## config.mk

```make
export PLATFORM = sky130hd
export DESIGN_NAME = imu_uart_packet_parser_unit
export DESIGN_NICKNAME = d
export VERILOG_FILES = /design/src/rtl/core/ipp_pkg.sv /design/src/rtl/core/imu_uart_packet_parser_unit.sv /design/src/rtl/core/ipp_framer.sv /design/src/rtl/core/ipp_yaw.sv
export SDC_FILE = /design/constraint.sdc
export NUM_CORES = 1
export LEC_CHECK = 0
export BUFFER_PORTS_ARGS = -buffer_cell sky130_fd_sc_hd__buf_2
export CAP_MARGIN = 5
export CORE_UTILIZATION = 50
export CTS_CLUSTER_DIAMETER = 80
export DETAILED_ROUTE_END_ITERATION = 8
export PLACE_DENSITY = 0.81
export SKIP_LAST_GASP = 1
export SLEW_MARGIN = 20
export SYNTH_ARGS = -nofsm -noshare
export SYNTH_HDL_FRONTEND = slang
export SYNTH_SLANG_ARGS = --single-unit
```

## constraint.sdc

```tcl
create_clock -name i_clk -period 13.8 [get_ports i_clk]
set_clock_uncertainty 0.1 [all_clocks]
set_input_delay 0 -clock i_clk [delete_from_list [all_inputs] [get_ports i_clk]]
set_output_delay 0 -clock i_clk [all_outputs]
set_load 0.02 [all_outputs]
```

## src/rtl/core/ipp_pkg.sv

```systemverilog
// Package for the inertial-sensor packet parser.
// Holds the byte codes and positions, phase and kind types, the frame and yaw control structs, and to_count.
// No dependencies.
package ipp_pkg;

    localparam logic [7:0] HDR_BYTE   = 8'h55;
    localparam logic [7:0] TYPE_ACCEL = 8'h51;
    localparam logic [7:0] TYPE_RATE  = 8'h52;
    localparam logic [7:0] TYPE_ANGLE = 8'h53;

    localparam logic [3:0] POS_FIRST_DATA = 4'd2;
    localparam logic [3:0] POS_LAST_DATA  = 4'd7;
    localparam logic [3:0] POS_YAW_READY  = 4'd8;
    localparam logic [3:0] POS_CHECKSUM   = 4'd10;

    typedef enum logic [2:0] {
        PH_IDLE  = 3'd0,
        PH_TYPE  = 3'd1,
        PH_ANGLE = 3'd2,
        PH_RATE  = 3'd3,
        PH_ACCEL = 3'd4
    } t_phase;

    typedef enum logic [1:0] {
        KIND_ACCEL = 2'd0,
        KIND_RATE  = 2'd1,
        KIND_ANGLE = 2'd2
    } t_kind;

    typedef struct packed {
        logic        done;
        logic        ok;
        t_kind       kind;
        logic [15:0] w0;
        logic [15:0] w1;
        logic [15:0] w2;
    } t_frame;

    typedef struct packed {
        logic load;
        logic commit;
    } t_yaw_ctl;

    function automatic logic signed [16:0] to_count(input logic [15:0] raw);
        logic signed [16:0] res;
        if (raw > 16'h8000) begin
            res = {1'b1, raw};
        end else begin
            res = {1'b0, raw};
        end
        return res;
    endfunction

endpackage

```

## src/rtl/core/imu_uart_packet_parser_unit.sv

```systemverilog
// Top level of the inertial-sensor packet parser: framer, yaw unit, result register.
// Depends on ipp_pkg, ipp_framer and ipp_yaw.
//
//   Channel  Direction  Handshake                  Payload
//   rx       in         i_rx_valid / o_rx_ready    i_rx_byte
//   res      out        o_res_valid / i_res_ready  kind, checksum flag, x, y, z, yaw total
//
// One byte is taken per cycle while o_rx_ready is high; a result appears in the cycle after its checksum byte.
// The framer state and payload bytes form the input side; the result register the output.
// The yaw delta is formed two bytes before the checksum, so the last byte needs one add.
// Only a checksum byte waits on a full result register; other bytes always pass.
// Reset returns the framer to header search and clears the yaw accumulator.
module imu_uart_packet_parser_unit
    import ipp_pkg::*;
#(
    parameter int YAW_ACC_WIDTH = 32
) (
    input  logic               i_clk,
    input  logic               i_rst_n,
    input  logic               i_rx_valid,
    output logic               o_rx_ready,
    input  logic [7:0]         i_rx_byte,
    output logic               o_res_valid,
    input  logic               i_res_ready,
    output logic [1:0]         o_packet_kind,
    output logic               o_checksum_ok,
    output logic signed [16:0] o_value_x,
    output logic signed [16:0] o_value_y,
    output logic signed [16:0] o_value_z,
    output logic signed [31:0] o_yaw_total
);

    logic               accept;
    logic               last_pending;
    t_frame             frame;
    t_yaw_ctl           yaw_ctl;
    logic signed [31:0] yaw_total;

    logic               r_valid;
    logic [1:0]         r_kind;
    logic               r_ok;
    logic signed [16:0] r_x, r_y, r_z;
    logic signed [31:0] r_yaw;

    assign o_rx_ready = !last_pending || !r_valid || i_res_ready;
    assign accept     = i_rx_valid && o_rx_ready;

    ipp_framer u_framer (
        .i_clk          (i_clk),
        .i_rst_n        (i_rst_n),
        .i_accept       (accept),
        .i_byte         (i_rx_byte),
        .o_last_pending (last_pending),
        .o_frame        (frame),
        .o_yaw_ctl      (yaw_ctl)
    );

    ipp_yaw #(
        .YAW_ACC_WIDTH (YAW_ACC_WIDTH)
    ) u_yaw (
        .i_clk       (i_clk),
        .i_rst_n     (i_rst_n),
        .i_ctl       (yaw_ctl),
        .i_yaw       (frame.w2),
        .o_yaw_total (yaw_total)
    );

    always_ff @(posedge i_clk) begin
        if (!i_rst_n) begin
            r_valid <= 1'b0;
        end else if (frame.done) begin
            r_valid <= 1'b1;
        end else if (i_res_ready) begin
            r_valid <= 1'b0;
        end
    end

    always_ff @(posedge i_clk) begin
        if (frame.done) begin
            r_kind <= frame.kind;
            r_ok   <= frame.ok;
            r_x    <= frame.ok ? to_count(frame.w0) : '0;
            r_y    <= frame.ok ? to_count(frame.w1) : '0;
            r_z    <= frame.ok ? to_count(frame.w2) : '0;
            r_yaw  <= yaw_total;
        end
    end

    assign o_res_valid   = r_valid;
    assign o_packet_kind = r_kind;
    assign o_checksum_ok = r_ok;
    assign o_value_x     = r_x;
    assign o_value_y     = r_y;
    assign o_value_z     = r_z;
    assign o_yaw_total   = r_yaw;

    a_ready_only_blocked_by_full_output: assert property (
        @(posedge i_clk) disable iff (!i_rst_n)
        !o_rx_ready |-> (o_res_valid && !i_res_ready)
    ) else $error("Input stalled while the result register could take a transaction.");

    a_done_gives_result: assert property (
        @(posedge i_clk) disable iff (!i_rst_n)
        frame.done |=> o_res_valid
    ) else $error("Completed packet did not produce a result transaction.");

    a_failed_checksum_zero_values: assert property (
        @(posedge i_clk) disable iff (!i_rst_n)
        (o_res_valid && !o_checksum_ok) |->
            (o_value_x == 17'sd0 && o_value_y == 17'sd0 && o_value_z == 17'sd0)
    ) else $error("Result with failed checksum carries nonzero values.");

endmodule

```

## src/rtl/core/ipp_framer.sv

```systemverilog
// Byte framer of the packet parser: header, type, payload and checksum tracking.
// Depends on ipp_pkg.
module ipp_framer
    import ipp_pkg::*;
(
    input  logic       i_clk,
    input  logic       i_rst_n,
    input  logic       i_accept,
    input  logic [7:0] i_byte,
    output logic       o_last_pending,
    output t_frame     o_frame,
    output t_yaw_ctl   o_yaw_ctl
);

    t_phase     r_phase, n_phase;
    logic [3:0] r_pos, n_pos;
    logic [7:0] r_sum, n_sum;
    logic [7:0] r_payload [6];
    logic       data_phase;
    logic [2:0] wr_idx;
    logic       wr_en;

    assign data_phase     = (r_phase == PH_ANGLE) || (r_phase == PH_RATE) ||
                            (r_phase == PH_ACCEL);
    assign o_last_pending = data_phase && (r_pos >= POS_CHECKSUM);
    assign wr_idx         = 3'(r_pos - POS_FIRST_DATA);
    assign wr_en          = i_accept && data_phase && (r_pos >= POS_FIRST_DATA) &&
                            (r_pos <= POS_LAST_DATA);

    always_comb begin
        n_phase = r_phase;
        n_pos   = r_pos;
        n_sum   = r_sum;
        o_frame.done = i_accept && o_last_pending;
        o_frame.ok   = (r_sum == i_byte);
        case (r_phase)
            PH_ACCEL: o_frame.kind = KIND_ACCEL;
            PH_RATE:  o_frame.kind = KIND_RATE;
            default:  o_frame.kind = KIND_ANGLE;
        endcase
        o_frame.w0 = {r_payload[1], r_payload[0]};
        o_frame.w1 = {r_payload[3], r_payload[2]};
        o_frame.w2 = {r_payload[5], r_payload[4]};
        o_yaw_ctl.load   = i_accept && data_phase && (r_pos == POS_YAW_READY);
        o_yaw_ctl.commit = o_frame.done && o_frame.ok && (o_frame.kind == KIND_ANGLE);
        if (i_accept) begin
            if (r_phase == PH_TYPE) begin
                if (i_byte == TYPE_ANGLE || i_byte == TYPE_RATE || i_byte == TYPE_ACCEL) begin
                    n_phase = (i_byte == TYPE_ANGLE) ? PH_ANGLE :
                              (i_byte == TYPE_RATE) ? PH_RATE : PH_ACCEL;
                    n_sum   = r_sum + i_byte;
                    n_pos   = POS_FIRST_DATA;
                end
            end else if (data_phase) begin
                if (r_pos < POS_CHECKSUM) begin
                    n_sum = r_sum + i_byte;
                    n_pos = r_pos + 4'd1;
                end else begin
                    n_phase = PH_IDLE;
                    n_pos   = '0;
                    n_sum   = '0;
                end
            end else if (i_byte == HDR_BYTE) begin
                n_phase = PH_TYPE;
                n_sum   = i_byte;
                n_pos   = 4'd1;
            end else begin
                n_phase = PH_IDLE;
            end
        end
    end

    always_ff @(posedge i_clk) begin
        if (!i_rst_n) begin
            r_phase <= PH_IDLE;
            r_pos   <= '0;
            r_sum   <= '0;
        end else begin
            r_phase <= n_phase;
            r_pos   <= n_pos;
            r_sum   <= n_sum;
        end
    end

    always_ff @(posedge i_clk) begin
        if (wr_en) begin
            r_payload[wr_idx] <= i_byte;
        end
    end

endmodule

```

## src/rtl/core/ipp_yaw.sv

```systemverilog
// Yaw unwrapping and saturating accumulation for angle packets.
// Depends on ipp_pkg.
module ipp_yaw
    import ipp_pkg::*;
#(
    parameter int YAW_ACC_WIDTH = 32
) (
    input  logic               i_clk,
    input  logic               i_rst_n,
    input  t_yaw_ctl           i_ctl,
    input  logic [15:0]        i_yaw,
    output logic signed [31:0] o_yaw_total
);

    localparam int W    = YAW_ACC_WIDTH;
    localparam int OUTW = (W < 32) ? W : 32;

    localparam logic signed [W:0] ACC_MAX = {2'b00, {(W-1){1'b1}}};
    localparam logic signed [W:0] ACC_MIN = {2'b11, {(W-1){1'b0}}};
    localparam logic signed [W:0] OUT_MAX = {{(W+2-OUTW){1'b0}}, {(OUTW-1){1'b1}}};
    localparam logic signed [W:0] OUT_MIN = {{(W+2-OUTW){1'b1}}, {(OUTW-1){1'b0}}};

    logic signed [W-1:0] r_acc, n_acc;
    logic        [15:0]  r_prev;
    logic signed [16:0]  r_delta, n_delta;
    logic signed [17:0]  diff;
    logic signed [W:0]   sum;
    logic signed [W:0]   clamped;

    always_comb begin
        diff = $signed({2'b00, i_yaw}) - $signed({2'b00, r_prev});
        if (diff > 18'sd32768) begin
            diff = diff - 18'sd65536;
        end else if (diff < -18'sd32768) begin
            diff = diff + 18'sd65536;
        end
        n_delta = diff[16:0];
    end

    always_comb begin
        sum = {r_acc[W-1], r_acc};
        if (i_ctl.commit) begin
            sum = sum + (W+1)'(r_delta);
        end
        if (sum[W] != sum[W-1]) begin
            n_acc = sum[W] ? ACC_MIN[W-1:0] : ACC_MAX[W-1:0];
        end else begin
            n_acc = sum[W-1:0];
        end
        if (sum > OUT_MAX) begin
            clamped = OUT_MAX;
        end else if (sum < OUT_MIN) begin
            clamped = OUT_MIN;
        end else begin
            clamped = sum;
        end
        o_yaw_total = 32'(clamped);
    end

    always_ff @(posedge i_clk) begin
        if (!i_rst_n) begin
            r_acc  <= '0;
            r_prev <= '0;
        end else if (i_ctl.commit) begin
            r_acc  <= n_acc;
            r_prev <= i_yaw;
        end
    end

    always_ff @(posedge i_clk) begin
        if (i_ctl.load) begin
            r_delta <= n_delta;
        end
    end

endmodule
```

==> impl_summary.log <==
INFO  metric fraction_of_layout_cells_with_a_size_suffix_above_1 = a little over an eighth
INFO  metric worstSetupEndpoint = o_yaw_total[21]$_SDFFCE_PN1P_
INFO  metric met3_usage = about 3.1%
INFO  metric final-hold-violation-count = 0
INFO  metric path_delay_family = simple AND/OR/NAND/NOR gates
INFO  metric worst_ir_drop_vdd = between 0.00007 and 0.00008 V
INFO  metric synth_area_leaders = sky130_fd_sc_hd__edfxtp_1 38%, sky130_fd_sc_hd__dfxtp_1 11%, sky130_fd_sc_hd__ha_1 6.4%
INFO  metric finalCritPeriodShare = 39.56%
INFO  metric antenna-diode-count = 0
INFO  metric grtUsageMet1 = between 30% and 40%
INFO  metric vias_per_cell = approximately 6
INFO  metric route.vias.total = slightly below 10,000
INFO  metric io_pins = 100
INFO  metric first_global_vias = roughly 9,300
INFO  metric drcViolationCount = 0
INFO  metric synth_fp_nets = ~1,300
INFO  metric h-tree-depth = 1
INFO  metric detail-route-antenna-nets = 0
INFO  metric grt_util_all_layers = a little under a quarter
INFO  metric largest_driver_fanout_on_the_critical_path = between 50 and 60
INFO  metric worst_r2r_path_depth = 14
INFO  metric rsz_0062_raised_after_global_routing = no
INFO  metric busiest_layer = met2
INFO  metric worst_slew_margin_rel = about 35%
INFO  metric fin_worst_hold_slack = approximately 0.3 ns
INFO  metric cts_buffers = 24
INFO  metric drt_total_wl = between 20 and 30 mm
INFO  metric crit_path_start_kind = flip-flop
INFO  metric mostFrequentLayoutCells = 151 x sky130_fd_sc_hd__edfxtp_1, 124 x sky130_fd_sc_hd__a21oi_1, 120 x sky130_fd_sc_hd__nand2_1
INFO  metric syn_area = about 0.012 mm2
INFO  metric overflow = 0
INFO  metric critPathMaxStageDelay = about 1 ns
INFO  metric setup_total_negative_slack = 0 ns
INFO  metric cp_num_buf_inv = 3
INFO  metric clk-insertion-delay-late = around 0.52 ns
INFO  metric tritoncts_num_sinks = 215
INFO  metric post_route_minimum_period = approximately 5.5 ns
INFO  metric yosysSeqAreaShare = between 40% and 50%
INFO  metric final_common_cell = sky130_fd_sc_hd__edfxtp_1
INFO  metric area_delta_synth_final = 13.32%
INFO  metric post_cts_buffers = 0
INFO  metric regToRegEndpoint = o_yaw_total[21]$_SDFFCE_PN1P_
INFO  metric dp_hpwl = 20.46 mm
INFO  metric total_power = around 1.4 mW
INFO  metric synthesis.area_per_instance = 9.757 um2
INFO  metric timing.hold.worst_path_depth = 2
INFO  metric post-synth-top-area-fraction = 37.60%
INFO  metric powerDensity = just over 100 mW/mm2
INFO  metric regToRegSetupSlack = ~8.3 ns
INFO  metric critical_path.slowest_cell = sky130_fd_sc_hd__or4b_1
INFO  metric ctsRootBufferMaster = sky130_fd_sc_hd__clkbuf_16
INFO  metric max-clock-path-buffers = 3
INFO  metric initial_utilization = slightly above 50%
INFO  metric first_pass_iters = 5
INFO  metric synth-seq-cells = roughly 220
INFO  metric num_rows = 56
INFO  metric setup_violations = 0
INFO  metric timing_worst_slew_pin_value = around 0.98 ns
INFO  metric crit_top_cell = sky130_fd_sc_hd__buf_4
INFO  metric cts_tree = built
INFO  metric min_setup_slack_post_route = roughly 8.3 ns
INFO  metric grt_start_max_net_pins = between 70 and 80
INFO  metric routedWlPerCell = roughly 18 um
INFO  metric gr_util_met2 = a little under two fifths
INFO  metric place.gp.congestion = 0.9402
INFO  metric dr.first_iter.drc_count = ~740
INFO  metric cp_cell_sequence = ha_1 -> nor3_1 -> and3_1 -> buf_4 -> nand3b_1 -> buf_4 -> buf_4 -> and2_1 -> a21oi_1 -> or3_1 -> or4_1 -> or4_4 -> or4b_1 -> nand3_1
INFO  metric setup.worst_path.end_class = flip-flop
INFO  metric postSynth.asyncResetShare = 0%
INFO  metric worst-path-stages = 14
INFO  metric antenna_found_initial = 0
INFO  metric die_area = 0.02474 mm2
INFO  metric hold_class = in -> reg
INFO  metric fmax = between 150 and 200 MHz
INFO  metric worst_ep_arrival_time = 5.71 ns
INFO  metric clkTransAtPathRegs = 0.06 ns
INFO  metric slew_viol_final = 0
INFO  metric place_worst_setup_slack = approximately 8.4 ns
INFO  metric post_synth_num_cell_types = 85
INFO  metric final_net_count = 1,395
INFO  metric timing.rr.start = u_framer.r_sum[4]$_SDFFE_PN0P_
INFO  metric first_pass_grt_wire_length = 47.09 mm
INFO  metric core_area = ~0.024 mm2
INFO  metric die-width = 157.3 um
INFO  metric min-delay-start = i_rx_byte[3]
INFO  metric die_y = roughly 160 um
INFO  metric syn_inst = approximately 1,200
INFO  metric post_dp_cell_area = around 0.013 mm2
INFO  metric status = completed
INFO  metric port-buffer-count = 99
INFO  metric critPathKind = reg -> reg
INFO  metric static_leakage = 5.317 nW
INFO  metric critical_path_required = roughly 14 ns
INFO  metric postLayoutCellArea = roughly 0.014 mm2
INFO  metric cp-startpoint = u_framer.r_sum[4]$_SDFFE_PN0P_
INFO  metric synth-edff-count = 151
INFO  metric synth_top_flop_cell = sky130_fd_sc_hd__edfxtp_1
INFO  metric yosysTopAreaCell = sky130_fd_sc_hd__edfxtp_1
INFO  metric synthesis.yosys.warnings = 0
INFO  metric cap_violations = 0
Yosys cell counts, drive strengths merged (8+ instances only):
library cell and n:
xor2 10, nor2b 8, and3 11, nor3 49
a211oi 25, xnor2 25, a21oi 124, nand3 60
nand4 19, nand2 120, and2 66, a21o 16
a31oi 18, o21bai 11, clkbuf 48, nor4 15
buf 20, edfxtp 151, o21ai 52, inv 49
nor2 79, or3 14, ha 62, dfxtp 64
layout make-up:
type / instances / area [um2]
Inverter: 50 / 188.9
Fill cell: 1943 / 9877
Sequential cell: 215 / 5816
Multi-Input combinational cell: 903 / 5698
Timing Repair Buffer: 124 / 713.2
Clock inverter: 14 / 186.4
Clock buffer: 30 / 664.4
Tap cell: 319 / 399.1
registers in the layout, indices dropped and copies added (netlist names):
register	cells
u_yaw.r_acc	32
u_framer.r_phase	3
o_value_x	17
o_yaw_total	32
o_checksum_ok	1
o_value_y	17
u_framer.r_pos	4
u_yaw.r_prev	16
o_res_valid	1
o_value_z	17
u_framer.r_payload	48
o_packet_kind	2
u_yaw.r_delta	17
u_framer.r_sum	8
stage by stage:
stage                     instances  util (%)
after floorplan                1236         -
after global placement         1599     53.91
after detailed placement       1599     53.91
after CTS                      1655     58.04
after global routing           1655     58.05
final                          1655     58.05
layer usage:
| metal | vias up | part of all wire, % | wire, um |
|---|---|---|---|
| met5 | - | 0 | 0 |
| met4 | 0 | 2.7 | 800 |
| met3 | 62 | 7.6 | 2226 |
| met2 | 441 | 45 | 13230 |
| met1 | 4689 | 44 | 12890 |
| li1 | 4756 | - | - |
timing repair:
item,in CTS,in global routing
endpoints found under the hold margin,77,0
hold buffers,12,0
resized for setup,0,0
cells by family (layout without fill, tap and decap cells):
family / count (synthesis) / count (layout) / synth area share (%)
flip-flops: 215 / 215 / 48.23
AO/OA/AOI/OAI: 321 / 321 / 16.96
adder cells (fa/ha/maj): 65 / 65 / 6.931
multiplexers: 6 / 6 / 0.5395
buffers and inverters: 118 / 218 / 4.555
AND/OR/NAND/NOR: 476 / 476 / 20.24
XOR/XNOR: 35 / 35 / 2.542
power by group:
part           leakage, nW  internal, mW  switching, mW
Clock                0.411         0.418          0.258
Combinational         2.97       0.00646         0.0128
Sequential            1.94         0.684      0.0000920
Total                 5.32          1.11          0.271
worst min-delay path by stage:
stage	endpoint	slack (ns)
after floorplan	u_framer.r_payload[0][0]$_DFFE_PP_	-0.001
after global placement	u_framer.r_payload[4][6]$_DFFE_PP_	0.26
after detailed placement	u_framer.r_payload[4][6]$_DFFE_PP_	0.28
after CTS	u_framer.r_payload[3][6]$_DFFE_PP_	0.28
after global routing	u_framer.r_payload[3][5]$_DFFE_PP_	0.31
final	u_framer.r_payload[0][3]$_DFFE_PP_	0.31
(Power assumes the default switching activity.)
